==> config.mk <==
export PLATFORM = sky130hd
export DESIGN_NAME = rle_packet_encoder_top
export DESIGN_NICKNAME = d
export VERILOG_FILES = /design/src/rtl/rle_pkg.sv /design/src/rtl/rle_packet_encoder_top.sv /design/src/rtl/rle_ctrl.sv /design/src/rtl/rle_dpath.sv
export SDC_FILE = /design/constraint.sdc
export NUM_CORES = 2
export LEC_CHECK = 0
export BUFFER_PORTS_ARGS = -buffer_cell sky130_fd_sc_hd__buf_4
export CORE_ASPECT_RATIO = 0.75
export CORE_MARGIN = 10
export CORE_UTILIZATION = 30
export CTS_BUF_LIST = sky130_fd_sc_hd__clkbuf_8
export DETAILED_ROUTE_END_ITERATION = 16
export PLACE_DENSITY = 0.58
export SYNTH_ARGS = -nofsm -noshare
export SYNTH_HDL_FRONTEND = slang
export SYNTH_SLANG_ARGS = --single-unit
==> constraint.sdc <==
create_clock -name clk_i -period 3.7 [get_ports clk_i]
set_input_delay 0.37 -clock clk_i [delete_from_list [all_inputs] [get_ports clk_i]]
set_output_delay 0.37 -clock clk_i [all_outputs]
set_load 0.02 [all_outputs]
==> src/rtl/rle_pkg.sv <==
// shared constants, byte select codes and controller/datapath structs
// for the run/raw packet encoder; no dependencies
`timescale 1ns / 1ps
`default_nettype none

package rle_pkg;

  localparam int unsigned MAX_PACKET = 126;
  localparam int unsigned MIN_RUN    = 3;
  localparam int unsigned BYTE_W     = 8;
  localparam int unsigned LANES      = 8;
  localparam int unsigned WORD_W     = LANES * BYTE_W;
  localparam int unsigned BCNT_W     = 4;

  localparam logic [BYTE_W-1:0] RUN_FLAG = 8'h80;

  // source of the byte pushed into the output packer
  typedef enum logic [1:0] {
    SEL_RAW_HDR,
    SEL_RAW_DATA,
    SEL_RUN_HDR,
    SEL_RUN_VAL
  } byte_sel_e;

  typedef struct packed {
    logic      accept;
    logic      extend;
    logic      load_new;
    logic      push;
    byte_sel_e sel;
    logic      rd_start;
    logic      rd_next;
    logic      raw_clear;
    logic      append;
    logic      run_clear;
    logic      finish;
  } rle_cmd_t;

  typedef struct packed {
    logic match;
    logic in_last;
    logic run_zero;
    logic run_long;
    logic run_one;
    logic raw_empty;
    logic raw_over;
    logic rd_done;
    logic push_ok;
    logic finish_ok;
    logic last;
  } rle_sts_t;

endpackage

`default_nettype wire

==> src/rtl/rle_packet_encoder_top.sv <==
// top level of the run/raw packet encoder: controller plus datapath
// depends on rle_pkg, rle_ctrl, rle_dpath
`timescale 1ns / 1ps
`default_nettype none

// channel   direction  handshake               payload
// input     in         in_valid_i/in_stall_o   data_byte_i, stream_last_i
// output    out        out_valid_o/out_stall_i out_bytes_o, byte_count_o,
//                                              burst_end_o, stream_end_o
//
// a byte that extends the open piece but is not the last is done in the idle state;
// any other byte also takes sequencing and store appends plus one push per packer byte
// (raw header, each stored raw byte over the single store read port, run header/value)
// one input transfer at a time; the next is taken once its last word is in the output reg
// rst_ni clears the open piece, the raw count and the packer; the store is never read unwritten
// a stalled output holds the packer only when a ninth byte or the finish needs the output reg

module rle_packet_encoder_top #(
  parameter int unsigned MaxPacket = rle_pkg::MAX_PACKET,
  parameter int unsigned MinRun    = rle_pkg::MIN_RUN
) (
  input  wire logic                        clk_i,
  input  wire logic                        rst_ni,
  input  wire logic                        in_valid_i,
  output logic                             in_stall_o,
  input  wire logic [rle_pkg::BYTE_W-1:0]  data_byte_i,
  input  wire logic                        stream_last_i,
  output logic                             out_valid_o,
  input  wire logic                        out_stall_i,
  output logic [rle_pkg::WORD_W-1:0]       out_bytes_o,
  output logic [rle_pkg::BCNT_W-1:0]       byte_count_o,
  output logic                             burst_end_o,
  output logic                             stream_end_o
);

  // commands from the sequencer, status back from the datapath
  rle_pkg::rle_cmd_t cmd;
  rle_pkg::rle_sts_t sts;

  // sequencer: closes pieces, flushes raw packets, finishes each transfer
  rle_ctrl u_ctrl (
    .clk_i      (clk_i),
    .rst_ni     (rst_ni),
    .in_valid_i (in_valid_i),
    .in_stall_o (in_stall_o),
    .sts_i      (sts),
    .cmd_o      (cmd)
  );

  // datapath: piece registers, raw store, byte packer, output register
  rle_dpath #(
    .MaxPacket (MaxPacket),
    .MinRun    (MinRun)
  ) u_dpath (
    .clk_i         (clk_i),
    .rst_ni        (rst_ni),
    .data_byte_i   (data_byte_i),
    .stream_last_i (stream_last_i),
    .out_stall_i   (out_stall_i),
    .cmd_i         (cmd),
    .sts_o         (sts),
    .out_valid_o   (out_valid_o),
    .out_bytes_o   (out_bytes_o),
    .byte_count_o  (byte_count_o),
    .burst_end_o   (burst_end_o),
    .stream_end_o  (stream_end_o)
  );

endmodule

`default_nettype wire

==> src/rtl/rle_ctrl.sv <==
// sequencing state machine of the run/raw packet encoder
// depends on rle_pkg (command and status structs)
`timescale 1ns / 1ps
`default_nettype none

module rle_ctrl (
  input  wire logic             clk_i,
  input  wire logic             rst_ni,
  input  wire logic             in_valid_i,
  output logic                  in_stall_o,
  input  wire rle_pkg::rle_sts_t sts_i,
  output rle_pkg::rle_cmd_t     cmd_o
);

  typedef enum logic [3:0] {
    S_IDLE,
    S_CLOSE,
    S_FLUSH_HDR,
    S_FLUSH_DATA,
    S_RUN_HDR,
    S_RUN_VAL,
    S_APPEND,
    S_NEXT,
    S_FINISH
  } state_e;

  state_e state_q, state_d;
  state_e ret_q, ret_d;
  logic   phase_q, phase_d;

  always_comb begin
    cmd_o   = '0;
    state_d = state_q;
    ret_d   = ret_q;
    phase_d = phase_q;
    case (state_q)
      S_IDLE: begin
        if (in_valid_i) begin
          cmd_o.accept = 1'b1;
          phase_d      = 1'b0;
          if (sts_i.match) begin
            cmd_o.extend = 1'b1;
            if (sts_i.in_last) begin
              phase_d = 1'b1;
              state_d = S_CLOSE;
            end
          end else begin
            state_d = S_CLOSE;
          end
        end
      end
      S_CLOSE: begin
        if (sts_i.run_zero) begin
          state_d = S_NEXT;
        end else if (sts_i.run_long) begin
          ret_d   = S_RUN_HDR;
          state_d = sts_i.raw_empty ? S_RUN_HDR : S_FLUSH_HDR;
        end else begin
          ret_d   = S_APPEND;
          state_d = sts_i.raw_over ? S_FLUSH_HDR : S_APPEND;
        end
      end
      S_FLUSH_HDR: begin
        if (sts_i.push_ok) begin
          cmd_o.push     = 1'b1;
          cmd_o.sel      = rle_pkg::SEL_RAW_HDR;
          cmd_o.rd_start = 1'b1;
          state_d        = S_FLUSH_DATA;
        end
      end
      S_FLUSH_DATA: begin
        if (sts_i.push_ok) begin
          cmd_o.push    = 1'b1;
          cmd_o.sel     = rle_pkg::SEL_RAW_DATA;
          cmd_o.rd_next = 1'b1;
          if (sts_i.rd_done) begin
            cmd_o.raw_clear = 1'b1;
            state_d         = ret_q;
          end
        end
      end
      S_RUN_HDR: begin
        if (sts_i.push_ok) begin
          cmd_o.push = 1'b1;
          cmd_o.sel  = rle_pkg::SEL_RUN_HDR;
          state_d    = S_RUN_VAL;
        end
      end
      S_RUN_VAL: begin
        if (sts_i.push_ok) begin
          cmd_o.push      = 1'b1;
          cmd_o.sel       = rle_pkg::SEL_RUN_VAL;
          cmd_o.run_clear = 1'b1;
          state_d         = S_NEXT;
        end
      end
      S_APPEND: begin
        cmd_o.append = 1'b1;
        if (sts_i.run_one) begin
          state_d = S_NEXT;
        end
      end
      S_NEXT: begin
        if (!phase_q) begin
          cmd_o.load_new = 1'b1;
          if (sts_i.last) begin
            phase_d = 1'b1;
            state_d = S_CLOSE;
          end else begin
            state_d = S_FINISH;
          end
        end else if (sts_i.raw_empty) begin
          state_d = S_FINISH;
        end else begin
          ret_d   = S_FINISH;
          state_d = S_FLUSH_HDR;
        end
      end
      S_FINISH: begin
        if (sts_i.finish_ok) begin
          cmd_o.finish = 1'b1;
          state_d      = S_IDLE;
        end
      end
      default: begin
        state_d = S_IDLE;
      end
    endcase
  end

  always_ff @(posedge clk_i or negedge rst_ni) begin
    if (!rst_ni) begin
      state_q    <= S_IDLE;
      ret_q      <= S_FINISH;
      phase_q    <= 1'b0;
      in_stall_o <= 1'b0;
    end else begin
      state_q    <= state_d;
      ret_q      <= ret_d;
      phase_q    <= phase_d;
      in_stall_o <= (state_d != S_IDLE);
    end
  end

endmodule

`default_nettype wire

==> src/rtl/rle_dpath.sv <==
// datapath of the run/raw packet encoder: open piece, raw byte store,
// byte packer and output register; depends on rle_pkg
`timescale 1ns / 1ps
`default_nettype none

module rle_dpath #(
  parameter int unsigned MaxPacket = rle_pkg::MAX_PACKET,
  parameter int unsigned MinRun    = rle_pkg::MIN_RUN
) (
  input  wire logic                        clk_i,
  input  wire logic                        rst_ni,
  input  wire logic [rle_pkg::BYTE_W-1:0]  data_byte_i,
  input  wire logic                        stream_last_i,
  input  wire logic                        out_stall_i,
  input  wire rle_pkg::rle_cmd_t           cmd_i,
  output rle_pkg::rle_sts_t                sts_o,
  output logic                             out_valid_o,
  output logic [rle_pkg::WORD_W-1:0]       out_bytes_o,
  output logic [rle_pkg::BCNT_W-1:0]       byte_count_o,
  output logic                             burst_end_o,
  output logic                             stream_end_o
);

  localparam int unsigned LenW  = $clog2(MaxPacket + 1);
  localparam int unsigned SumW  = LenW + 1;
  localparam int unsigned IdxW  = $clog2(MaxPacket);
  localparam int unsigned LaneW = $clog2(rle_pkg::LANES);
  localparam logic [rle_pkg::BCNT_W-1:0] FullCnt = rle_pkg::BCNT_W'(rle_pkg::LANES);

  logic [rle_pkg::BYTE_W-1:0] byte_q;
  logic                       last_q;
  logic [rle_pkg::BYTE_W-1:0] run_val_q;
  logic [LenW-1:0]            run_len_q;
  logic [LenW-1:0]            raw_cnt_q;
  logic [LenW-1:0]            rd_ptr_q;
  logic [rle_pkg::BYTE_W-1:0] rdata_q;
  logic [rle_pkg::BYTE_W-1:0] raw_mem [MaxPacket];
  logic [IdxW-1:0]            rd_addr;
  logic                       rd_en;

  logic [rle_pkg::LANES-1:0][rle_pkg::BYTE_W-1:0] acc_q;
  logic [rle_pkg::BCNT_W-1:0] pk_cnt_q;
  logic [rle_pkg::BYTE_W-1:0] push_byte;
  logic                       pk_full;
  logic                       out_free;
  logic                       out_load;
  logic [SumW-1:0]            raw_sum;

  logic                       out_valid_q;
  logic [rle_pkg::WORD_W-1:0] out_bytes_q;
  logic [rle_pkg::BCNT_W-1:0] out_cnt_q;
  logic                       burst_q;
  logic                       stream_q;

  // status
  assign raw_sum  = {1'b0, raw_cnt_q} + {1'b0, run_len_q};
  assign pk_full  = (pk_cnt_q == FullCnt);
  assign out_free = !out_valid_q || !out_stall_i;

  always_comb begin
    sts_o           = '0;
    sts_o.match     = (run_len_q != '0) && (data_byte_i == run_val_q)
                      && (run_len_q < LenW'(MaxPacket));
    sts_o.in_last   = stream_last_i;
    sts_o.run_zero  = (run_len_q == '0);
    sts_o.run_long  = (run_len_q >= LenW'(MinRun));
    sts_o.run_one   = (run_len_q == LenW'(1));
    sts_o.raw_empty = (raw_cnt_q == '0);
    sts_o.raw_over  = (raw_sum > SumW'(MaxPacket));
    sts_o.rd_done   = (rd_ptr_q == raw_cnt_q);
    sts_o.push_ok   = !pk_full || out_free;
    sts_o.finish_ok = (pk_cnt_q == '0) || out_free;
    sts_o.last      = last_q;
  end

  // open piece and raw store bookkeeping
  always_ff @(posedge clk_i or negedge rst_ni) begin
    if (!rst_ni) begin
      last_q    <= 1'b0;
      run_val_q <= '0;
      run_len_q <= '0;
      raw_cnt_q <= '0;
      rd_ptr_q  <= '0;
    end else begin
      if (cmd_i.accept) begin
        last_q <= stream_last_i;
      end
      if (cmd_i.extend) begin
        run_len_q <= run_len_q + LenW'(1);
      end else if (cmd_i.load_new) begin
        run_val_q <= byte_q;
        run_len_q <= LenW'(1);
      end else if (cmd_i.run_clear) begin
        run_len_q <= '0;
      end else if (cmd_i.append) begin
        run_len_q <= run_len_q - LenW'(1);
      end
      if (cmd_i.append) begin
        raw_cnt_q <= raw_cnt_q + LenW'(1);
      end else if (cmd_i.raw_clear) begin
        raw_cnt_q <= '0;
      end
      if (cmd_i.rd_start) begin
        rd_ptr_q <= LenW'(1);
      end else if (cmd_i.rd_next) begin
        rd_ptr_q <= rd_ptr_q + LenW'(1);
      end
    end
  end

  always_ff @(posedge clk_i) begin
    if (cmd_i.accept) begin
      byte_q <= data_byte_i;
    end
  end

  // raw store: one write port, one registered read port
  assign rd_addr = cmd_i.rd_start ? '0 : rd_ptr_q[IdxW-1:0];
  assign rd_en   = cmd_i.rd_start || (cmd_i.rd_next && (rd_ptr_q < raw_cnt_q));

  always_ff @(posedge clk_i) begin
    if (cmd_i.append) begin
      raw_mem[raw_cnt_q[IdxW-1:0]] <= run_val_q;
    end
    if (rd_en) begin
      rdata_q <= raw_mem[rd_addr];
    end
  end

  // byte select
  always_comb begin
    case (cmd_i.sel)
      rle_pkg::SEL_RAW_HDR:  push_byte = rle_pkg::BYTE_W'(raw_cnt_q - LenW'(1));
      rle_pkg::SEL_RAW_DATA: push_byte = rdata_q;
      rle_pkg::SEL_RUN_HDR:  push_byte = rle_pkg::RUN_FLAG
                                         | rle_pkg::BYTE_W'(run_len_q - LenW'(1));
      rle_pkg::SEL_RUN_VAL:  push_byte = run_val_q;
      default:               push_byte = run_val_q;
    endcase
  end

  // packer: a full word waits until the next byte or the finish
  assign out_load = (cmd_i.push && pk_full) || (cmd_i.finish && (pk_cnt_q != '0));

  always_ff @(posedge clk_i or negedge rst_ni) begin
    if (!rst_ni) begin
      acc_q       <= '0;
      pk_cnt_q    <= '0;
      out_valid_q <= 1'b0;
    end else begin
      if (cmd_i.push) begin
        if (pk_full) begin
          acc_q    <= rle_pkg::WORD_W'(push_byte);
          pk_cnt_q <= rle_pkg::BCNT_W'(1);
        end else begin
          acc_q[pk_cnt_q[LaneW-1:0]] <= push_byte;
          pk_cnt_q <= pk_cnt_q + rle_pkg::BCNT_W'(1);
        end
      end else if (cmd_i.finish) begin
        acc_q    <= '0;
        pk_cnt_q <= '0;
      end
      if (out_load) begin
        out_valid_q <= 1'b1;
      end else if (!out_stall_i) begin
        out_valid_q <= 1'b0;
      end
    end
  end

  always_ff @(posedge clk_i) begin
    if (out_load) begin
      out_bytes_q <= acc_q;
      out_cnt_q   <= pk_cnt_q;
      burst_q     <= cmd_i.finish;
      stream_q    <= cmd_i.finish && last_q;
    end
  end

  assign out_valid_o  = out_valid_q;
  assign out_bytes_o  = out_bytes_q;
  assign byte_count_o = out_cnt_q;
  assign burst_end_o  = burst_q;
  assign stream_end_o = stream_q;

endmodule

`default_nettype wire

== Word level (Yosys, flattened, before mapping) ==
Memory sizes are Yosys's and may differ from the RTL's. A register that Yosys moved wholly into a read port is not among the register bits.
Cells that the tools add are included.

* Bits in registers: 187
* Memory bits (writable): 1008
* Output and inout port bits: 72
* Word-level logic and storage cells: 163
* Memories: 1

{| class="wikitable"
|+ Memories
! memory !! depth !! width !! rd ports !! clocked after Yosys merged registers in !! write ports !! line !! RTL
|-
| u_dpath.raw_mem || 126 || 8 || 1 || 1 || 1 || rle_dpath.sv:37 || <nowiki>logic [rle_pkg::BYTE_W-1:0] raw_mem [MaxPacket];</nowiki>
|}

* Add/subtract/negate cells: 8
* Magnitude comparators: 6
* Equal/unequal tests: 20
* Mux-type cells: 71
* Bitwise operators: 1
* Reductions and logical operators: 32

{| class="wikitable"
|+ Operator list
! kind !! number
|-
| 64-bit two-way mux || 3
|-
| 4-bit two-way mux || 22
|-
| 64-bit bitwise mux || 1
|-
| 7-bit two-way mux || 9
|-
| 4-bit case mux with 9 select lines || 1
|-
| 8-bit case mux with 4 select lines || 1
|-
| 8-bit demux with 3-bit select || 1
|-
| 7-bit by 1-bit adder with 7-bit output (second input constant) || 3
|-
| 1-bit two-way mux || 19
|-
| 4-bit by 3-bit equality test with 1-bit output (second input constant) || 4
|-
| 3-bit two-way mux || 5
|-
| 7-bit zero test || 2
|-
| 7-bit by 1-bit subtractor with 7-bit output (second input constant) || 2
|-
| 3-bit case mux with 4 select lines || 1
|-
| 4-bit nonzero test || 3
|-
| 2-bit two-way mux || 5
|-
| 2-bit nonzero test || 5
|-
| 7-bit by 7-bit adder with 8-bit output || 1
|-
| 4-bit by 2-bit equality test with 1-bit output (second input constant) || 2
|-
| 4-bit equality test (second input constant) || 2
|-
| 8-bit equality test || 1
|-
| 8-bit by 7-bit greater-than comparator with 1-bit output (second input constant) || 1
|-
| 4-bit zero test || 2
|-
| 8-bit two-way mux || 1
|-
| other kinds (24) || 41
|}

== Longest topological paths before layout ==
* Depth in word-level cells: 10
* Depth in mapped cells: 13
* Mapped depth without buffers: 10

== Hierarchy ==
Synthesis repeated with hierarchy kept, for this count alone.

* Cells, all modules: 3056
* Area, all modules: 48586.6 um2

{| class="wikitable"
|+ By module, submodules not included
! module !! instances !! cells an instance !! area each (um2)
|-
| rle_dpath || 1 || 2973 || 47903.4
|-
| rle_ctrl || 1 || 83 || 683.2
|}

== Worst setup path after synthesis ==
OpenSTA, ideal clock, no wires.

* Path kind: register to register
* Start: reg u_dpath.pk_cnt_q[0] (netlist bit)
* End: reg u_dpath.burst_q, in the netlist u_dpath.burst_end_o (enable)
* Library setup time: 0.434 ns
* Data arrival time: 3.609 ns
* Path slack: -0.343 ns
* Cell stages (with the launch flop): 11
* Buffers on the path: 3
* Period minus slack after synthesis: 4.043 ns
* Cell sequence: dfrtp_1 -> clkbuf_1 -> inv_1 -> ha_1 -> and3b_1 -> buf_4 -> nand2_1 -> and2_1 -> clkbuf_1 -> nor2b_1 -> o22a_1

* Cells in the longest elaborated chain, start to end: 7

{| class="wikitable"
|+ Ends and longest elaborated chain
! element !! line !! RTL
|-
| start, declared || rle_dpath.sv:42 || <nowiki>logic [rle_pkg::BCNT_W-1:0] pk_cnt_q;</nowiki>
|-
| start signal, assigned || rle_dpath.sv:154 || <nowiki>pk_cnt_q <= rle_pkg::BCNT_W'(1);</nowiki>
|-
| start signal, assigned || rle_dpath.sv:157 || <nowiki>pk_cnt_q <= pk_cnt_q + rle_pkg::BCNT_W'(1);</nowiki>
|-
| 4-bit equality test || rle_dpath.sv:57 || <nowiki>assign pk_full = (pk_cnt_q == FullCnt);</nowiki>
|-
| 1-bit zero test || rle_dpath.sv:71 || <nowiki>sts_o.push_ok = !pk_full || out_free;</nowiki>
|-
| 1-bit logical OR || rle_dpath.sv:71 ||
|-
| 3-bit two-way mux (tied with other cells) || rle_ctrl.sv:90 || <nowiki>if (sts_i.push_ok) begin</nowiki>
|-
| 3-bit case mux with 4 select lines || rle_ctrl.sv:36 || <nowiki>case (state_q)</nowiki>
|-
| 1-bit logical AND || rle_dpath.sv:143 || <nowiki>assign out_load = (cmd_i.push && pk_full) || (cmd_i.finish && (pk_cnt_q != '0));</nowiki>
|-
| 1-bit logical OR (*) || rle_dpath.sv:143 ||
|-
| net u_dpath.out_load || rle_dpath.sv:46 || <nowiki>logic out_load;</nowiki>
|-
| end signal, assigned || rle_dpath.sv:175 || <nowiki>burst_q <= cmd_i.finish;</nowiki>
|-
| end, declared || rle_dpath.sv:52 || <nowiki>logic burst_q;</nowiki>
|}

The timed path passes the listed nets; every way through them passes the cells marked *.
A chain may end at the register's enable or synchronous reset.

== Final worst setup path ==
* Start: reg u_dpath.pk_cnt_q[0] (netlist bit)
* End: reg u_dpath.rdata_q[6] (netlist bit) (read register of u_dpath.raw_mem) (data pin)

* Cells in the longest elaborated chain, start to end: 7

{| class="wikitable"
|+ Ends and longest elaborated chain
! element !! line !! RTL
|-
| 4-bit equality test (*) || rle_dpath.sv:57 ||
|-
| 1-bit zero test (*) || rle_dpath.sv:71 ||
|-
| 1-bit logical OR (*) || rle_dpath.sv:71 ||
|-
| 2-bit two-way mux || rle_ctrl.sv:72 || <nowiki>if (sts_i.push_ok) begin</nowiki>
|-
| 2-bit two-way mux || rle_ctrl.sv:36 ||
|-
| 1-bit logical AND || rle_dpath.sv:119 || <nowiki>assign rd_en = cmd_i.rd_start || (cmd_i.rd_next && (rd_ptr_q < raw_cnt_q));</nowiki>
|-
| 1-bit logical OR || rle_dpath.sv:119 ||
|-
| end, declared || rle_dpath.sv:36 || <nowiki>logic [rle_pkg::BYTE_W-1:0] rdata_q;</nowiki>
|}

Every way passes the cells marked *; elsewhere a longest branch is shown, timed or not.

==> impl_metrics.ini <==
[power_and_ir_drop]
ir_worst_vdd_uv = 394
internal-power_uw = 23700
power.share.sequential = 0.443
power_leakage_uw = 0.0175
power_uw = 36200
p_clk_frac = 0.285
switchingPower_uw = 12500
switching_share = 0.345
power.density_mw_per_mm2 = 636
power_frac_comb = 0.273

[synthesis]
syn_avg_cell_area_sq_um = 15.3
ys_seq_area_frac = 0.723
synth_cells = 3212
ys_types = 92
syn_area_sq_mm = 0.0492
ys_seq_elements = 1202
synth-async-reset-ratio = 0.0899
yosysWarningCount = 0
ys.flop_type = edfxtp_1
synth_edf_count = 1094
synth.net_count = 3249

[detailed_routing]
ant_nets = 0
drtIter0Drc = 4141
met2_wirelength_um = 62800
wl_met3_um = 16800
viasPerCell = 5.32
met1Wirelength_um = 66000
dr.pass1.iters = 6
routed_wl_um = 150000
wl_per_cell_um = 25.8
highest_layer = met5
num_vias = 30900
route.detailed.drc = 0

[critical_path]
regToRegSetupSlack_ns = 0.11
setup.worst_path.class = reg2reg
critPathLaunch = u_dpath.pk_cnt_q[0]
crit_end = u_dpath.rdata_q[6]
reg2reg_to = u_dpath.rdata_q[6]
required_ns = 4.48
worst_setup_path_end_kind = flop
cp_max_fo = 17
cp-start-kind = flop
reg2reg_from = u_dpath.pk_cnt_q[0]
reg2reg_depth = 10
worstPathArrival_ns = 4.38

[timing]
finalSetupTns_ns = 0
hold_viol_final = 0
layout_min_cycle_time_ns = 3.59
fin_ws_ns = 0.106
final-setup-viol-count = 0
drv_slew = 0
slew_headroom = 0.224
fin_skew_ns = 0.0617
timing.fmax_mhz = 278
rsz0062_at_grt = false
period_share = 0.971
tightest_slew_ns = 1.16

[clocking]
cts_tree = yes
cts_buffer_depth = 3
clkSinkCount = 1202
cts_root_buffer = clkbuf_8
cts_setup_buffers = 0
cts-htree-levels = 4
worstSkewPairLatency_ns = 0.91
cts_buffers = 180
clk_pin_slew_worst_paths_ns = 0.07

[die]
die-area_sq_mm = 0.181
die_x_um = 487
io_pins = 85
die_y_um = 371
start_util = 0.302
core_sq_mm = 0.163
rows = 128

[finish]
area_delta_synth_final_pct = 16.0
nets = 3559
layout-drive-gt1-share = 0.189
stdcell_count = 5819
fin_util = 0.351
nFillCells = 15400

[placement]
dpl.cell_count = 5474
gp_congestion = 0.924
dpl_worst_slack_ns = 0.0988
io_buffers = 84
place_hpwl_um = 98200

[grt]
grt_max_degree = 86
grt_pass1_vias = 29800
overflow = 0
grt_pass1_wl_um = 217000
antenna_found_initial = 8
track_usage = 0.161

[job]
maxCapViolations = 0

[run_status]
run_status = completed

[worst_hold_path]
worstHoldPathType = in2async
==> power by group through the flow <==
stage	logic, uW	clock network [uW]	registers, uW
final	9890	10300	16000
after global placement	9600	0	16300
after CTS	9670	10500	16000
after detailed placement	9640	0	16300
after floorplan	6000	0	16200
after global routing	10400	11100	16100
==> routing by layer <==
metal | global-route usage | vias to the layer above
li1 | - | 13300
met1 | 0.237 | 15600
met2 | 0.228 | 1734
met3 | 0.0473 | 297
met4 | 0.0480 | 2
met5 | 0 | -
==> how the worst min path moves through the flow <==
stage,from,to,slack [ns],depth (start not counted)
floorplan,rst_ni,u_ctrl.in_stall_o,0.07,0
global route,rst_ni,u_dpath.acc_q[36],0.13,2
global placement,u_dpath.acc_q[20],u_dpath.out_bytes_o[20],0.43,0
finish,rst_ni,u_dpath.acc_q[34],0.13,2
detailed placement,u_dpath.acc_q[24],u_dpath.out_bytes_o[24],0.43,0
CTS,rst_ni,u_dpath.acc_q[36],0.04,2
==> cells by family after synthesis <==
family / synth area share
AND/OR/NAND/NOR: 0.0628
XOR/XNOR: 0.00481
buffers and inverters: 0.0245
adder cells (fa/ha/maj): 0.00626
flip-flops: 0.723
AO/OA/AOI/OAI: 0.0996
multiplexers: 0.0787
==> state kept, by name (all words and copies together) (netlist names), 3 cells and up <==
register and cells:
u_dpath.acc_q 64, u_dpath.raw_cnt_q 7, u_dpath.run_len_q 7, u_dpath.byte_q 8, u_dpath.out_bytes_o 64, u_dpath.run_val_q 8
u_dpath.raw_mem 1008, u_ctrl.state_q 4, u_dpath.rdata_q 8, u_dpath.pk_cnt_q 4, u_dpath.byte_count_o 4, u_dpath.rd_ptr_q 7
u_ctrl.ret_q 3
==> worst max-delay path, stage by stage, from the launching register on <==
cell and delay [ns]:
dfrtp_1 0.38, inv_1 0.17, ha_1 0.30, nand3b_4 0.27, o2bb2ai_4 0.78, buf_4 0.32
o22ai_1 0.11, o21ai_0 0.09, o21ai_0 0.17, a311oi_2 0.64, o32a_1 0.23
==> what timing repair did <==
item | 4_1_cts | 5_1_grt
setup endpoints to repair | 0 | 2
hold endpoints to repair | 69 | 0
gates resized for setup | 0 | 1
hold buffers | 11 | 0
==> synthesized netlist by cell type (53+ instances only) <==
master / instances / area [sq um]
nand3_1: 53 / 265
dfrtp_1: 107 / 2680
nor2_1: 248 / 931
o22ai_1: 61 / 382
edfxtp_1: 1094 / 32900
clkbuf_1: 87 / 327
nand2_1: 195 / 732
o21ai_0: 155 / 776
mux2i_1: 209 / 2090
mux4_2: 56 / 1260
buf_2: 68 / 340
a21oi_1: 127 / 636
inv_1: 63 / 236
==> placed cells by master, fill, tap and decap left out, types with 12 or more instances in the layout <==
master	synthesis	final
edfxtp_1	1094	1094
inv_1	63	131
or2_2	13	13
nand2_1	195	195
mux2i_1	209	209
o21ai_1	15	15
o221ai_1	47	47
nor2_1	248	248
mux2_2	46	46
a211oi_1	26	26
clkinv_1	2	45
buf_12	0	17
o32ai_1	12	12
xnor2_1	16	16
nand2b_1	21	21
buf_4	16	295
dfrtp_1	107	96
mux4_2	56	56
nand3_1	53	53
a221o_1	16	16
a21o_1	16	16
o22a_1	28	27
a31oi_1	48	48
o311ai_0	15	15
or3_1	22	22
and2_1	27	27
o22ai_1	61	60
clkbuf_8	0	192
o21ai_0	155	155
o211ai_1	14	14
nor3_1	39	39
ha_1	23	23
a221oi_1	27	27
a21oi_1	127	126
a22oi_1	22	22
==> layout make-up <==
cell class | count | area, sq um | area share
flip-flops and latches | 1202 | 35600 | 0.624
multi-input cells | 1750 | 12400 | 0.218
well taps | 2145 | 2680 | 0.0471
repair buffers | 323 | 2670 | 0.0468
clock buffers | 192 | 2640 | 0.0464
clock inverters | 138 | 714 | 0.0125
inverters | 65 | 244 | 0.00428
diodes | 4 | 10.0 | 0.000176
==> per-stage QoR <==
stage | area (sq um) | hold WS [ns]
6_report | 57000 | 0.125
5_1_grt | 57000 | 0.130
4_1_cts | 57000 | 0.0402
3_5_place_dp | 53500 | 0.433
3_3_place_gp | 53500 | 0.430
2_1_floorplan | 49200 | 0.0744
(Power assumes the default switching activity.)
